<file path="src/rtl/core/fuzzy_text_match_scorer_macros.svh">
// ----------------------------------------------------------------------------
// Assertion macros for the fuzzy text match scorer
// Concurrent checks sampled on the rising clock edge, muted during reset.
// ----------------------------------------------------------------------------
`ifndef FUZZY_TEXT_MATCH_SCORER_MACROS_SVH
`define FUZZY_TEXT_MATCH_SCORER_MACROS_SVH

// Condition that must hold at every edge.
`define FTMS_ASSERT_ALWAYS(lbl, clk, rst_n, prop, msg) \
    lbl: assert property (@(posedge clk) disable iff (!rst_n) (prop)) else $error(msg);

// Same-cycle implication.
`define FTMS_ASSERT_IMPL(lbl, clk, rst_n, ante, cons, msg) \
    lbl: assert property (@(posedge clk) disable iff (!rst_n) (ante) |-> (cons)) \
        else $error(msg);

// Next-cycle implication.
`define FTMS_ASSERT_NEXT(lbl, clk, rst_n, ante, cons, msg) \
    lbl: assert property (@(posedge clk) disable iff (!rst_n) (ante) |=> (cons)) \
        else $error(msg);

`endif

</file>
<file path="src/rtl/core/ftms_pkg.sv">
// ----------------------------------------------------------------------------
// ftms_pkg
// Shared types and constants of the fuzzy text match scorer.
// ----------------------------------------------------------------------------
`default_nettype none

package ftms_pkg;

    localparam int QRY_BYTES           = 16;
    localparam int QLEN_W              = $clog2(QRY_BYTES + 1);
    localparam int DEF_MAX_QUERY_BYTES = 16;
    localparam int CFG_IDX_W           = 2;
    localparam int CFG_DATA_W          = 64;
    localparam int SCORE_W             = 10;

    localparam logic [7:0] CH_SPACE = 8'h20;

    typedef enum logic [CFG_IDX_W-1:0] {
        CFG_QRY_LOW  = 2'd0,
        CFG_QRY_HIGH = 2'd1,
        CFG_QRY_LEN  = 2'd2
    } t_cfg_idx;

    typedef enum logic [2:0] {
        KIND_NONE     = 3'd0,
        KIND_EXACT    = 3'd1,
        KIND_PREFIX   = 3'd2,
        KIND_WORD     = 3'd3,
        KIND_INITIALS = 3'd4,
        KIND_SUBSTR   = 3'd5,
        KIND_SCATTER  = 3'd6
    } t_kind;

    // Trimmed query as seen by the trackers.
    // nxt[k]: index of the next non-space byte after k, or len if none.
    typedef struct packed {
        logic [QLEN_W-1:0]                 len;
        logic [QRY_BYTES-1:0][7:0]         bytes;
        logic [QRY_BYTES-1:0][QLEN_W-1:0]  nxt;
    } t_qry;

endpackage

`default_nettype wire

</file>
<file path="src/rtl/core/ftms_query.sv">
// ----------------------------------------------------------------------------
// ftms_query
// Query registers plus the trimmed copy and next-non-space table.
// ----------------------------------------------------------------------------
`default_nettype none

module ftms_query import ftms_pkg::*; #(
    parameter int MAX_QUERY_BYTES = DEF_MAX_QUERY_BYTES
) (
    input  logic                  i_clk,
    input  logic                  i_rst_n,
    input  logic                  i_cfg_wr,
    input  logic [CFG_IDX_W-1:0]  i_cfg_index,
    input  logic [CFG_DATA_W-1:0] i_cfg_data,
    output t_qry                  o_qry
);

    localparam int QCAP = (MAX_QUERY_BYTES < QRY_BYTES) ? MAX_QUERY_BYTES : QRY_BYTES;

    logic [CFG_DATA_W-1:0]    r_qry_lo, n_qry_lo;
    logic [CFG_DATA_W-1:0]    r_qry_hi, n_qry_hi;
    logic [QLEN_W-1:0]        r_qry_len, n_qry_len;
    t_qry                     r_qry, n_qry;

    logic [8*QRY_BYTES-1:0]   raw;
    logic [8*QRY_BYTES-1:0]   shifted;
    logic [QLEN_W-1:0]        len_c;
    logic [QRY_BYTES-1:0]     ns;
    logic [QRY_BYTES-1:0]     nsq;
    logic [QRY_BYTES-1:0]     above;
    logic [3:0]               first_ns;
    logic [3:0]               last_ns;
    logic [QLEN_W-1:0]        nxt_idx;

    // Register writes; the derived query follows the written values directly.
    always_comb begin
        n_qry_lo  = r_qry_lo;
        n_qry_hi  = r_qry_hi;
        n_qry_len = r_qry_len;
        if (i_cfg_wr) begin
            case (i_cfg_index)
                CFG_QRY_LOW:  n_qry_lo  = i_cfg_data;
                CFG_QRY_HIGH: n_qry_hi  = i_cfg_data;
                CFG_QRY_LEN:  n_qry_len = i_cfg_data[QLEN_W-1:0];
                default:      ;
            endcase
        end
    end

    // Trim leading and trailing spaces.
    always_comb begin
        raw   = {n_qry_hi, n_qry_lo};
        len_c = (n_qry_len > QLEN_W'(QCAP)) ? QLEN_W'(QCAP) : n_qry_len;
        for (int k = 0; k < QRY_BYTES; k++) begin
            ns[k] = (raw[8*k +: 8] != CH_SPACE) && (QLEN_W'(k) < len_c);
        end
        first_ns = '0;
        for (int k = QRY_BYTES - 1; k >= 0; k--) begin
            if (ns[k]) first_ns = 4'(k);
        end
        last_ns = '0;
        for (int k = 0; k < QRY_BYTES; k++) begin
            if (ns[k]) last_ns = 4'(k);
        end
        shifted = raw >> {first_ns, 3'b000};
        nsq     = ns >> first_ns;

        n_qry.len = (|ns) ? (QLEN_W'(last_ns) - QLEN_W'(first_ns) + QLEN_W'(1)) : '0;
        for (int k = 0; k < QRY_BYTES; k++) begin
            n_qry.bytes[k] = shifted[8*k +: 8];
        end

        // Next non-space byte after each position.
        for (int k = 0; k < QRY_BYTES; k++) begin
            above   = nsq & (16'hFFFF << (k + 1));
            nxt_idx = n_qry.len;
            for (int j = QRY_BYTES - 1; j >= 0; j--) begin
                if (above[j]) nxt_idx = QLEN_W'(j);
            end
            n_qry.nxt[k] = nxt_idx;
        end
    end

    always_ff @(posedge i_clk) begin
        if (!i_rst_n) begin
            r_qry_lo  <= '0;
            r_qry_hi  <= '0;
            r_qry_len <= '0;
            r_qry     <= '0;
        end else begin
            r_qry_lo  <= n_qry_lo;
            r_qry_hi  <= n_qry_hi;
            r_qry_len <= n_qry_len;
            r_qry     <= n_qry;
        end
    end

    assign o_qry = r_qry;

endmodule

`default_nettype wire

</file>
<file path="src/rtl/core/ftms_track.sv">
// ----------------------------------------------------------------------------
// ftms_track
// Per-text match trackers and the score selection at the last byte.
// ----------------------------------------------------------------------------
`default_nettype none

module ftms_track import ftms_pkg::*; #(
    parameter int MAX_QUERY_BYTES = DEF_MAX_QUERY_BYTES
) (
    input  logic               i_clk,
    input  logic               i_rst_n,
    input  logic               i_step,
    input  logic [7:0]         i_byte,
    input  logic               i_last,
    input  logic               i_empty,
    input  t_qry               i_qry,
    output logic [SCORE_W-1:0] o_score,
    output t_kind              o_kind
);

`include "fuzzy_text_match_scorer_macros.svh"

    localparam int QW = (MAX_QUERY_BYTES < QRY_BYTES) ? MAX_QUERY_BYTES : QRY_BYTES;

    localparam logic [SCORE_W-1:0] SC_EXACT    = 10'd1000;
    localparam logic [SCORE_W-1:0] SC_PREFIX   = 10'd800;
    localparam logic [SCORE_W-1:0] SC_WORD     = 10'd600;
    localparam logic [SCORE_W-1:0] SC_INITIALS = 10'd500;
    localparam logic [SCORE_W-1:0] SC_SUBSTR   = 10'd400;
    localparam logic [SCORE_W-1:0] SC_SCATTER  = 10'd200;
    localparam logic [7:0]         CAP_POS     = 8'd100;
    localparam logic [3:0]         GAP_SAT     = 4'd11;
    localparam logic [3:0]         GAP_KEEP    = 4'd10;

    logic [7:0]        r_pos, n_pos;
    logic              r_pfx, n_pfx;
    logic              r_prev_sep, n_prev_sep;
    logic [QW-1:0]     r_wv, n_wv;
    logic              r_wsh, n_wsh;
    logic [QW-1:0]     r_sv, n_sv;
    logic              r_sub_hit, n_sub_hit;
    logic [6:0]        r_sub_off, n_sub_off;
    logic [QLEN_W-1:0] r_ic, n_ic;
    logic              r_ism, n_ism;
    logic [QLEN_W-1:0] r_ptr, n_ptr;
    logic [3:0]        r_gap_run, n_gap_run;
    logic [3:0]        r_gap_tot, n_gap_tot;

    logic [QW-1:0]     eq, full, sv, wv;
    logic              c_sep, wstart, clear_all;
    logic [8:0]        sub_start;
    logic [4:0]        gap_sum;
    logic [7:0]        qlen8, extra;
    logic [6:0]        extra_cap;

    function automatic logic is_sep(input logic [7:0] c);
        // space - _ . : /
        return c inside {8'h20, 8'h2D, 8'h5F, 8'h2E, 8'h3A, 8'h2F};
    endfunction

    always_comb begin
        n_pos      = r_pos;
        n_pfx      = r_pfx;
        n_prev_sep = r_prev_sep;
        n_wv       = r_wv;
        n_wsh      = r_wsh;
        n_sv       = r_sv;
        n_sub_hit  = r_sub_hit;
        n_sub_off  = r_sub_off;
        n_ic       = r_ic;
        n_ism      = r_ism;
        n_ptr      = r_ptr;
        n_gap_run  = r_gap_run;
        n_gap_tot  = r_gap_tot;
        o_score    = '0;
        o_kind     = KIND_NONE;
        clear_all  = 1'b0;

        qlen8  = 8'(i_qry.len);
        c_sep  = is_sep(i_byte);
        wstart = !c_sep && r_prev_sep;
        for (int k = 0; k < QW; k++) begin
            eq[k]   = (i_byte == i_qry.bytes[k]) && (QLEN_W'(k) < i_qry.len);
            full[k] = (i_qry.len == QLEN_W'(k + 1));
        end
        // Shift-and match vectors: bit k set when query[0..k] ends here.
        sv[0] = eq[0];
        wv[0] = eq[0] && wstart;
        for (int k = 1; k < QW; k++) begin
            sv[k] = eq[k] && r_sv[k-1];
            wv[k] = eq[k] && r_wv[k-1];
        end
        sub_start = 9'(r_pos) + 9'd1 - 9'(i_qry.len);
        gap_sum   = 5'(r_gap_tot) + 5'(r_gap_run);
        extra     = '0;
        extra_cap = '0;

        if (i_empty) begin
            clear_all = 1'b1;
        end else begin
            if ((r_pos < qlen8) && (i_byte != i_qry.bytes[r_pos[3:0]])) begin
                n_pfx = 1'b0;
            end
            n_sv = sv;
            n_wv = wv;
            if ((|(sv & full)) && !r_sub_hit) begin
                n_sub_hit = 1'b1;
                n_sub_off = (sub_start > 9'(CAP_POS)) ? CAP_POS[6:0] : sub_start[6:0];
            end
            if (|(wv & full)) begin
                n_wsh = 1'b1;
            end
            if (wstart && (r_ic < i_qry.len)) begin
                if (i_byte != i_qry.bytes[r_ic[3:0]]) n_ism = 1'b0;
                n_ic = r_ic + QLEN_W'(1);
            end
            n_prev_sep = c_sep;

            // Greedy in-order letters, spaces in the query skipped via nxt.
            if (r_ptr < i_qry.len) begin
                if (i_byte == i_qry.bytes[r_ptr[3:0]]) begin
                    if (r_ptr != '0) begin
                        n_gap_tot = (gap_sum > 5'(GAP_SAT)) ? GAP_SAT : gap_sum[3:0];
                    end
                    n_gap_run = '0;
                    n_ptr     = i_qry.nxt[r_ptr[3:0]];
                end else if ((r_ptr != '0) && (r_gap_run != 4'hF)) begin
                    n_gap_run = r_gap_run + 4'd1;
                end
            end

            if (r_pos != 8'hFF) n_pos = r_pos + 8'd1;

            if (i_last) begin
                clear_all = 1'b1;
                extra     = n_pos - qlen8;
                extra_cap = (extra > CAP_POS) ? CAP_POS[6:0] : extra[6:0];
                if (i_qry.len != '0) begin
                    if (n_pfx && (n_pos == qlen8)) begin
                        o_score = SC_EXACT;
                        o_kind  = KIND_EXACT;
                    end else if (n_pfx && (n_pos > qlen8)) begin
                        o_score = SC_PREFIX - 10'(extra_cap);
                        o_kind  = KIND_PREFIX;
                    end else if (n_wsh) begin
                        o_score = SC_WORD;
                        o_kind  = KIND_WORD;
                    end else if ((i_qry.len > QLEN_W'(1)) && n_ism && (n_ic >= i_qry.len)) begin
                        o_score = SC_INITIALS;
                        o_kind  = KIND_INITIALS;
                    end else if (n_sub_hit) begin
                        o_score = SC_SUBSTR - 10'(n_sub_off);
                        o_kind  = KIND_SUBSTR;
                    end else if ((n_ptr == i_qry.len) && (n_gap_tot <= GAP_KEEP)) begin
                        o_score = SC_SCATTER - {3'b000, n_gap_tot, 3'b000};
                        o_kind  = KIND_SCATTER;
                    end
                end
            end
        end

        if (clear_all) begin
            n_pos      = '0;
            n_pfx      = 1'b1;
            n_prev_sep = 1'b1;
            n_wv       = '0;
            n_wsh      = 1'b0;
            n_sv       = '0;
            n_sub_hit  = 1'b0;
            n_sub_off  = '0;
            n_ic       = '0;
            n_ism      = 1'b1;
            n_ptr      = '0;
            n_gap_run  = '0;
            n_gap_tot  = '0;
        end
    end

    always_ff @(posedge i_clk) begin
        if (!i_rst_n) begin
            r_pos      <= '0;
            r_pfx      <= 1'b1;
            r_prev_sep <= 1'b1;
            r_wv       <= '0;
            r_wsh      <= 1'b0;
            r_sv       <= '0;
            r_sub_hit  <= 1'b0;
            r_sub_off  <= '0;
            r_ic       <= '0;
            r_ism      <= 1'b1;
            r_ptr      <= '0;
            r_gap_run  <= '0;
            r_gap_tot  <= '0;
        end else if (i_step) begin
            r_pos      <= n_pos;
            r_pfx      <= n_pfx;
            r_prev_sep <= n_prev_sep;
            r_wv       <= n_wv;
            r_wsh      <= n_wsh;
            r_sv       <= n_sv;
            r_sub_hit  <= n_sub_hit;
            r_sub_off  <= n_sub_off;
            r_ic       <= n_ic;
            r_ism      <= n_ism;
            r_ptr      <= n_ptr;
            r_gap_run  <= n_gap_run;
            r_gap_tot  <= n_gap_tot;
        end
    end

    `FTMS_ASSERT_ALWAYS(a_gap_tot_sat, i_clk, i_rst_n, r_gap_tot <= GAP_SAT, "gap total above saturation")
    `FTMS_ASSERT_ALWAYS(a_sub_off_cap, i_clk, i_rst_n, r_sub_off <= CAP_POS[6:0], "substring offset above cap")
    `FTMS_ASSERT_ALWAYS(a_init_cnt, i_clk, i_rst_n, r_ic <= QLEN_W'(QRY_BYTES), "initials count overran query")
    `FTMS_ASSERT_NEXT(a_end_clears, i_clk, i_rst_n, i_step && (i_last || i_empty), (r_pos == '0) && r_pfx && (r_ptr == '0), "trackers not cleared after text end")

endmodule

`default_nettype wire

</file>
<file path="src/rtl/core/fuzzy_text_match_scorer.sv">
// ----------------------------------------------------------------------------
// fuzzy_text_match_scorer
// A byte waits in the input register until the trackers take it; a byte
// with last or empty set has its result stored in the result register.
// Throughput: one text byte per cycle from the input register and tracker
// update, while no result byte waits on a stalled result; a stalled result
// does not stop bytes that give no result. Synchronous active-low reset
// zeroes the query registers and returns every tracker to a text's start.
// ----------------------------------------------------------------------------
`default_nettype none

module fuzzy_text_match_scorer import ftms_pkg::*; #(
    parameter int MAX_QUERY_BYTES = DEF_MAX_QUERY_BYTES
) (
    input  logic                  i_clk,
    input  logic                  i_rst_n,
    // text byte channel
    input  logic                  i_text_valid,
    output logic                  o_text_stall,
    input  logic [7:0]            i_text_byte,
    input  logic                  i_text_last,
    input  logic                  i_text_empty,
    // result channel
    output logic                  o_score_valid,
    input  logic                  i_score_stall,
    output logic [SCORE_W-1:0]    o_match_score,
    output logic [2:0]            o_match_kind,
    // configuration write channel
    input  logic                  i_cfg_valid,
    output logic                  o_cfg_ready,
    input  logic [CFG_IDX_W-1:0]  i_cfg_index,
    input  logic [CFG_DATA_W-1:0] i_cfg_data
);

`include "fuzzy_text_match_scorer_macros.svh"

    // Input register: holds one byte until the trackers take it.
    logic                r_in_vld;
    logic [7:0]          r_in_byte;
    logic                r_in_last;
    logic                r_in_empty;

    // Result register: parts the result side from the byte side.
    logic                r_out_vld;
    logic [SCORE_W-1:0]  r_out_score;
    t_kind               r_out_kind;

    logic                in_xfer;
    logic                in_res;
    logic                out_free;
    logic                adv;
    logic [SCORE_W-1:0]  trk_score;
    t_kind               trk_kind;
    t_qry                qry;

    // Registers are always writable; the query copy settles at the write edge.
    assign o_cfg_ready = 1'b1;

    ftms_query #(
        .MAX_QUERY_BYTES (MAX_QUERY_BYTES)
    ) u_query (
        .i_clk       (i_clk),
        .i_rst_n     (i_rst_n),
        .i_cfg_wr    (i_cfg_valid && o_cfg_ready),
        .i_cfg_index (i_cfg_index),
        .i_cfg_data  (i_cfg_data),
        .o_qry       (qry)
    );

    // A byte with last or empty set yields a result and needs room in the
    // result register; any other byte always moves on.
    assign in_res       = r_in_last || r_in_empty;
    assign out_free     = !r_out_vld || !i_score_stall;
    assign adv          = r_in_vld && (!in_res || out_free);
    assign o_text_stall = r_in_vld && !adv;
    assign in_xfer      = i_text_valid && !o_text_stall;

    ftms_track #(
        .MAX_QUERY_BYTES (MAX_QUERY_BYTES)
    ) u_track (
        .i_clk   (i_clk),
        .i_rst_n (i_rst_n),
        .i_step  (adv),
        .i_byte  (r_in_byte),
        .i_last  (r_in_last),
        .i_empty (r_in_empty),
        .i_qry   (qry),
        .o_score (trk_score),
        .o_kind  (trk_kind)
    );

    always_ff @(posedge i_clk) begin
        if (!i_rst_n) begin
            r_in_vld <= 1'b0;
        end else begin
            r_in_vld <= in_xfer || (r_in_vld && !adv);
        end
    end

    always_ff @(posedge i_clk) begin
        if (in_xfer) begin
            r_in_byte  <= i_text_byte;
            r_in_last  <= i_text_last;
            r_in_empty <= i_text_empty;
        end
    end

    always_ff @(posedge i_clk) begin
        if (!i_rst_n) begin
            r_out_vld <= 1'b0;
        end else if (adv && in_res) begin
            r_out_vld <= 1'b1;
        end else if (!i_score_stall) begin
            r_out_vld <= 1'b0;
        end
    end

    always_ff @(posedge i_clk) begin
        if (adv && in_res) begin
            r_out_score <= trk_score;
            r_out_kind  <= trk_kind;
        end
    end

    assign o_score_valid = r_out_vld;
    assign o_match_score = r_out_score;
    assign o_match_kind  = r_out_kind;

    // A waiting byte is neither lost nor altered while the trackers hold off.
    `FTMS_ASSERT_NEXT(a_in_hold, i_clk, i_rst_n, o_text_stall, r_in_vld && $stable(r_in_byte) && $stable(r_in_last) && $stable(r_in_empty), "waiting byte lost")
    // A stalled result is not dropped by the result register.
    `FTMS_ASSERT_NEXT(a_out_keep, i_clk, i_rst_n, r_out_vld && i_score_stall, r_out_vld, "stalled result dropped")
    // Kind none goes with score zero and only with it.
    `FTMS_ASSERT_IMPL(a_kind_score, i_clk, i_rst_n, r_out_vld, (r_out_kind == KIND_NONE) == (r_out_score == '0), "kind and score disagree")
    // An exact match always carries the top score.
    `FTMS_ASSERT_IMPL(a_exact_top, i_clk, i_rst_n, r_out_vld && (r_out_kind == KIND_EXACT), r_out_score == 10'd1000, "exact match without top score")

endmodule

`default_nettype wire
</file>
<file path="config.mk">
export PLATFORM = sky130hd
export DESIGN_NAME = fuzzy_text_match_scorer
export DESIGN_NICKNAME = d
export VERILOG_FILES = /design/src/rtl/core/ftms_pkg.sv /design/src/rtl/core/ftms_query.sv /design/src/rtl/core/ftms_track.sv /design/src/rtl/core/fuzzy_text_match_scorer.sv
export VERILOG_INCLUDE_DIRS = /design/src /design/src/rtl/core
export SDC_FILE = /design/constraint.sdc
export NUM_CORES = 1
export LEC_CHECK = 0
export ABC_AREA = 1
export BUFFER_PORTS_ARGS = -buffer_cell sky130_fd_sc_hd__buf_4
export CORE_MARGIN = 2
export CORE_UTILIZATION = 30
export DETAILED_ROUTE_END_ITERATION = 6
export PLACE_DENSITY = 0.42
export SLEW_MARGIN = 20
export SYNTH_ARGS = -nofsm -noshare
export SYNTH_HDL_FRONTEND = slang
export SYNTH_HIERARCHICAL = 1
export SYNTH_SLANG_ARGS = --single-unit
</file>
<file path="constraint.sdc">
create_clock -name i_clk -period 4.8 [get_ports i_clk]
set_clock_uncertainty 0.05 [all_clocks]
set_input_delay 0.24 -clock i_clk [delete_from_list [all_inputs] [get_ports i_clk]]
set_output_delay 0.24 -clock i_clk [all_outputs]
set_load 0.01 [all_outputs]
</file>
; ---- Word level (Yosys, flattened, before mapping)
; Cells that the tools add are included.
[classes]
n_addsub = 12
n_lt_le_gt_ge = 46
n_bitwise = 5
mul = 0
n_shift = 2
n_mux = 132
n_div = 0
reduce_logical = 103
eq_ne = 65
[ops]
columns = op, n
row1 = 64-bit two-way mux, 4
row2 = 4-bit two-way mux, 39
row3 = 5-bit two-way mux, 28
row4 = 8-bit == test, 17
row5 = "8-bit by 6-bit != test with 1-bit output, second input constant", 16
row6 = 128-bit by 7-bit >> shifter with 128-bit output, 1
row7 = 8-bit binary-select mux with 4-bit select, 3
row8 = "4-bit by 5-bit < comparator with 1-bit output, first input constant", 16
row9 = 1-bit logical AND, 77
row10 = 10-bit two-way mux, 6
row11 = 15-bit two-way mux, 4
row12 = 8-bit two-way mux, 7
row13 = 16-bit OR reduction, 3
row14 = 7-bit two-way mux, 6
row15 = "5-bit by 4-bit == test with 1-bit output, second input constant", 8
row16 = "8-bit by 6-bit == test with 1-bit output, second input constant", 5
row17 = "3-bit by 5-bit < comparator with 1-bit output, first input constant", 8
row18 = 16-bit bitwise AND, 2
row19 = 1-bit two-way mux, 26
row20 = 5-bit binary-select mux with 4-bit select, 1
row21 = "5-bit by 3-bit == test with 1-bit output, second input constant", 4
row22 = "1-bit by 5-bit < comparator with 1-bit output, first input constant", 4
row23 = "2-bit by 5-bit < comparator with 1-bit output, first input constant", 4
row24 = 8-bit != test, 2
row25 = 50 further kinds, 74
[word_totals]
rom_bits = 0
latchBits = 0
input_bits = 81
ram_bits = 0
out_inout_bits = 16
memories = 0
elab_cells = 424
register_bits = 434

; ---- Depth between registers and ports, before layout
[depth]
word_depth = 41
ltp_mapped = 45
ltp_nobuf = 40

; ---- Cells and area by module
; Netlist, hierarchy kept.
[by_module_without_submodules]
columns = mod, n_inst, cells_each, area_each_um2, seq_area_each_um2
row1 = ftms_query, 1, 2337, 16286.9, 6826.5
row2 = ftms_track, 1, 2325, 12361.9, 1361.3
row3 = fuzzy_text_match_scorer, 1, 43, 822.0, 730.7

; ---- Worst setup path after synthesis
; Ideal clock, no wire load.
[synth_timing]
kind = input-to-reg
from = input port i_cfg_valid
to = register u_query.r_qry, in the netlist u_query/o_qry[8]
setup_time_ns = 0.128
slack_ns = -0.068
path_buffers = 6
arrival_ns = 4.691
cell_stages = 31
required_time_ns = 4.622
cell_sequence = buf_4 -> nand3_2 -> buf_4 -> buf_6 -> o21ai_0 -> inv_2 -> nor4_1 -> nand2_1 -> nand2_1 -> inv_1 -> nor2_2 -> nand2_1 -> a21oi_1 -> inv_2 -> nand2_4 -> buf_6 -> clkbuf_1 -> clkbuf_1 -> ha_1 -> fa_1 -> xor2_1 -> nand2_1 -> nand2_1 -> nor2_1 -> nand3_1 -> nor2_2 -> nand4_1 -> nand4_2 -> nor2_1 -> nand3_1 -> nor2_1
[synth_via]
elab_chain_cells = 38
word_cells_on_any_way = 103
cone_classes = add/sub (2) / order compare (17) / eq/ne (16) / shift (1) / mux (50) / reduce/logical (17)
[synth_rtl]
columns = element, line_no
row1 = start: declaration, fuzzy_text_match_scorer.sv:29  ; input logic i_cfg_valid,
row2 = 5-bit two-way mux, ftms_query.sv:40  ; if (i_cfg_wr) begin
row3 = 5-bit greater-than comparator, ftms_query.sv:53  ; len_c = (n_qry_len > QLEN_W'(QCAP)) ? QLEN_W'(QCAP) : n_qry_len;
row4 = 5-bit two-way mux, ftms_query.sv:53
row5 = 4-bit by 5-bit < comparator with 1-bit output, ftms_query.sv:55  ; ns[k] = (raw[8*k +: 8] != CH_SPACE) && (QLEN_W'(k) < len_c);
row6 = 1-bit logical AND, ftms_query.sv:55
row7 = 4-bit two-way mux (16 in a row), ftms_query.sv:59  ; if (ns[k]) first_ns = 4'(k);
row8 = 4-bit by 4-bit subtractor with 5-bit output, ftms_query.sv:68  ; n_qry.len = (|ns) ? (QLEN_W'(last_ns) - QLEN_W'(first_ns) + QLEN_W'(1)) : '0;
row9 = 5-bit by 1-bit adder with 5-bit output, ftms_query.sv:68
row10 = 5-bit two-way mux, ftms_query.sv:68
row11 = 5-bit two-way mux (8 in a row), ftms_query.sv:78  ; if (above[j]) nxt_idx = QLEN_W'(j);
row12 = 5-bit two-way mux (5 in a row), n/a
row13 = 5-bit two-way mux *, n/a
row14 = end signal: assignment, ftms_query.sv:94  ; r_qry <= n_qry;
row15 = end: declaration, ftms_query.sv:23  ; t_qry r_qry, n_qry;
; Every way passes the cells marked *; elsewhere a longest branch is shown, timed or not.
; A chain may end at the register's enable or synchronous reset.

; ---- Final worst setup path
[layout_timing]
from = register u_query.r_qry_len[2]
to = register u_query.r_qry, in the netlist u_query/o_qry[9]
[layout_via]
elab_chain_cells = 39
word_cells_on_any_way = 86
cone_classes = add/sub (2) / order compare (17) / shift (1) / mux (49) / reduce/logical (17)
[layout_rtl]
columns = element, line_no
row1 = start: declaration, ftms_query.sv:22  ; logic [QLEN_W-1:0] r_qry_len, n_qry_len;
row2 = start signal: assignment, ftms_query.sv:93  ; r_qry_len <= n_qry_len;
row3 = 5-bit two-way mux, ftms_query.sv:41  ; case (i_cfg_index)
row4 = 5-bit two-way mux *, ftms_query.sv:40
row5 = 5-bit greater-than comparator, ftms_query.sv:53
row6 = 5-bit two-way mux *, ftms_query.sv:53
row7 = 4-bit by 5-bit < comparator with 1-bit output, ftms_query.sv:55
row8 = 1-bit logical AND, ftms_query.sv:55
row9 = 4-bit two-way mux (16 in a row), ftms_query.sv:59
row10 = 4-bit by 4-bit subtractor with 5-bit output, ftms_query.sv:68
row11 = 5-bit by 1-bit adder with 5-bit output, ftms_query.sv:68
row12 = 5-bit two-way mux, ftms_query.sv:68
row13 = 5-bit two-way mux (13 in a row), n/a
row14 = 5-bit two-way mux *, n/a
; Marks and branches as above.

==> metrics.txt <==
Cell Rows=114; Worst R2R Start=u_query/r_qry_len[2]; Pwr Density=429 mW/mm^2; Starting Density=0.304; final instance area=around 0.037 sq mm; dpl hpwl=102 mm; DR vias/cell=around 5.0; min Tclk post-route=between 4 and 5 ns; post-synthesis cell count=around 4700; First DRT Iteration DRCs=3328; Max Freq=227 MHz; crit path buf inv count=3; Core Region=between 0.09 and 0.1 sq mm; DP Worst Slack=-0.111 ns; area share of the largest cell type after synthesis=0.279; Worst Path Required=about 5.4 ns; Worst VDD drop=about 320 uV; Top cell by count, worst path=nand2_1; deepest clock path buffer count=3; Unique masters post-synth=around 70; RR Endpoint=u_query/o_qry[9]; cell family with most CP delay=simple AND/OR/NAND/NOR gates; post-layout util=0.379; actual slew at the worst max-slew pin=0.926 ns; Pre-antenna DRT Iters=6; crit-path max cell delay=0.52 ns; R2R Setup Slk=~0.40 ns; Synth Register Bits=around 430; Max-Cap Viols=0; Hold Path End=u_query/r_qry_lo[36]; fraction of layout instances using a drive strength above 1=0.166; Final Hold Violating Endpoints=0; Post-Syn Area=approximately 0.029 sq mm; Async SR Flop Fraction=0; Die Y=317 um; drt wl/cell=approximately 20 um; Area growth, synth to finish=24.9%; syn avg cell area=~6.3 sq um; synth top area cells=dfxtp_1, nand2_1, o21ai_0, nor2_1, inv_1; total gr overflow=0; Worst-path clk slew=about 0.060 ns; post-synthesis sequential area ratio=0.303; number of cells on the worst hold path=4; DRC Markers=0; Final period util=0.917; setup violators final=0; CTS tree=built; CP arrival=4.95 ns; crit start category=register; Crit Path Category=reg -> reg; status=finished clean; FF-to-FF path depth=28; initial antenna violation count=1; Worst Setup End Kind=register; Global Route Usage Sum=0.255; Post-Route WL=around 130 mm; Worst Hold Class=in -> reg; Ant. Diodes=0; post-route ant nets=0; syn nets=4845; Slew HR=0.382; Hold Crit Start=i_cfg_data[36]; fin nets=roughly 5300; Final WS setup=between 0.3 and 0.4 ns; IO buf count=between 90 and 100; EDFF count, synth=23; max-slew violations=0; Yosys Warn Count=6; root buffer cell=clkbuf_16; total vias in the final route=around 32000; area leader, netlist=dfxtp_1; Setup TNS Final=0 ns; io pins=97; Placed Area=between 0.03 and 0.04 sq mm; critical path peak fanout=6; first-pass GRT wire length=about 200 mm; Clk Latency, worst-skew pair=0.67 ns; htree depth=2; total CTS buffers=53; Pleak=17.7 nW; die area=0.101 sq mm; Clock Sinks=434; largest net degree at the start of global routing=129; dominant synthesized flop cell=dfxtp_1; Die Wd=about 320 um; vias in the first global route=around 31000; slowest stage cell, crit path=o21ai_0; GPL Wtd Cong=~0.97
==> routing by layer <==
layer / vias to the layer above / routed length (um) / track usage
met5: - / 0 / 0
li1: 16284 / - / -
met1: 14882 / 62600 / 0.363
met3: 199 / 6950 / 0.0251
met4: 0 / 5110 / 0.0976
met2: 1002 / 57100 / 0.396
==> how the worst max path moves through the flow <==
| stage | startpoint | to | slack, ns | cells after the start |
|---|---|---|---|---|
| after CTS | u_track/r_pos[1] | o_match_score[6] | 0.19 | 24 |
| after global routing | u_query/r_qry_lo[20] | u_query/o_qry[9] | -0.01 | 29 |
| final | u_query/r_qry_len[2] | u_query/o_qry[9] | 0.40 | 28 |
| after detailed placement | i_cfg_index[0] | u_query/o_qry[22] | -0.11 | 32 |
| after floorplan | i_cfg_valid | u_query/o_qry[8] | 0.03 | 31 |
| after global placement | i_cfg_index[0] | u_query/o_qry[17] | -0.05 | 32 |
==> kinds of logic after synthesis <==
family                   count (synthesis)  share of synthesized area
adder cells (fa/ha/maj)                 59                     0.0263
XOR/XNOR                                81                     0.0243
buffers and inverters                  744                      0.105
flip-flops                             434                      0.303
other                                    1                   0.000127
AND/OR/NAND/NOR                       2384                      0.346
multiplexers                            37                     0.0126
AO/OA/AOI/OAI                          965                      0.183
==> synthesized netlist by cell type, types with 13 or more instances <==
cell       number
dfxtp_1       411
a21oi_1       216
xor2_1         58
nor4_1         16
nand3_2        13
o22ai_1        23
mux2i_1        36
clkbuf_1      155
buf_6          19
nand2_1      1260
nand3_1       260
edfxtp_1       23
a31oi_1        14
inv_2          41
o21ai_0       514
o2111ai_1      22
nor3_1         33
buf_1          25
buf_4          24
nor2_1        552
ha_1           54
o221ai_1       19
o211ai_1       54
xnor2_1        22
o21ai_1        39
nor2_2         14
or2_2          42
buf_2          56
nand2_2        19
nand4_1       119
inv_1         416
==> where the power goes <==
group          internal, mW  total (mW)  switching, mW
Combinational          2.57        6.90           4.33
Clock                  2.47        4.22           1.75
Sequential             4.22        4.66          0.443
Total                  9.26        15.8           6.52
==> layout make-up <==
cell class              count  area, sq um
well taps                1276         1600
fillers                 10755        60200
repair buffers            652         5200
flip-flops and latches    434         8930
clock buffers              74         1550
inverters                 465         1750
multi-input cells        3527        17500
clock inverters            24          269
==> placed cells by master, fill, tap and decap left out, types with 54 or more instances in the layout <==
| cell type | synthesis | final |
|---|---|---|
| nor2_1 | 552 | 549 |
| nand2_1 | 1260 | 1260 |
| nand3_1 | 260 | 260 |
| o21ai_0 | 514 | 509 |
| xor2_1 | 58 | 58 |
| o211ai_1 | 54 | 54 |
| dfxtp_1 | 411 | 406 |
| dlygate4sd3_1 | 0 | 67 |
| clkbuf_16 | 0 | 56 |
| nand4_1 | 119 | 119 |
| inv_1 | 416 | 414 |
| buf_4 | 24 | 574 |
| a21oi_1 | 216 | 216 |
| ha_1 | 54 | 54 |
==> flip-flops by register name, summed over array words and instances, names as in the netlist, 3 cells and up <==
register,cells
u_track/r_gap_tot,4
u_track/r_pos,8
u_track/r_ptr,5
u_track/r_wv,15
u_query/r_qry_lo,64
u_query/r_qry_hi,64
u_track/r_ic,5
u_track/r_sv,15
r_in_byte,8
o_match_score,10
u_query/r_qry_len,5
o_match_kind,3
u_track/r_gap_run,4
u_query/o_qry,208
u_track/r_sub_off,7
==> repair_timing <==
| action | CTS | global route |
|---|---|---|
| hold buffers | 66 | 1 |
| resized for setup | 0 | 13 |
| hold endpoints to repair | 105 | 1 |
| setup buffers | 0 | 2 |
| setup endpoints to repair | 0 | 25 |
==> metrics by stage <==
step                std cells  total power, mW  hold slack [ns]
floorplan                4705             8.49            0.289
global placement         6285             11.5            0.372
detailed placement       6285             11.5            0.370
CTS                      6449             15.8          0.00212
global route             6452             16.9           0.0577
finish                   6452             15.8           0.0462
==> worst reg2reg max path, delay by kind of cell, from the launching register on <==
| kind | cells | cell delay [ns] |
|---|---|---|
| simple gates | 17 | 1.88 |
| compound gates | 5 | 1.32 |
| buf+inv | 3 | 0.22 |
| xor+xnor | 1 | 0.11 |
| fa+ha+maj | 2 | 0.44 |
| flops | 1 | 0.30 |
Power figures use the tool's default switching activity.
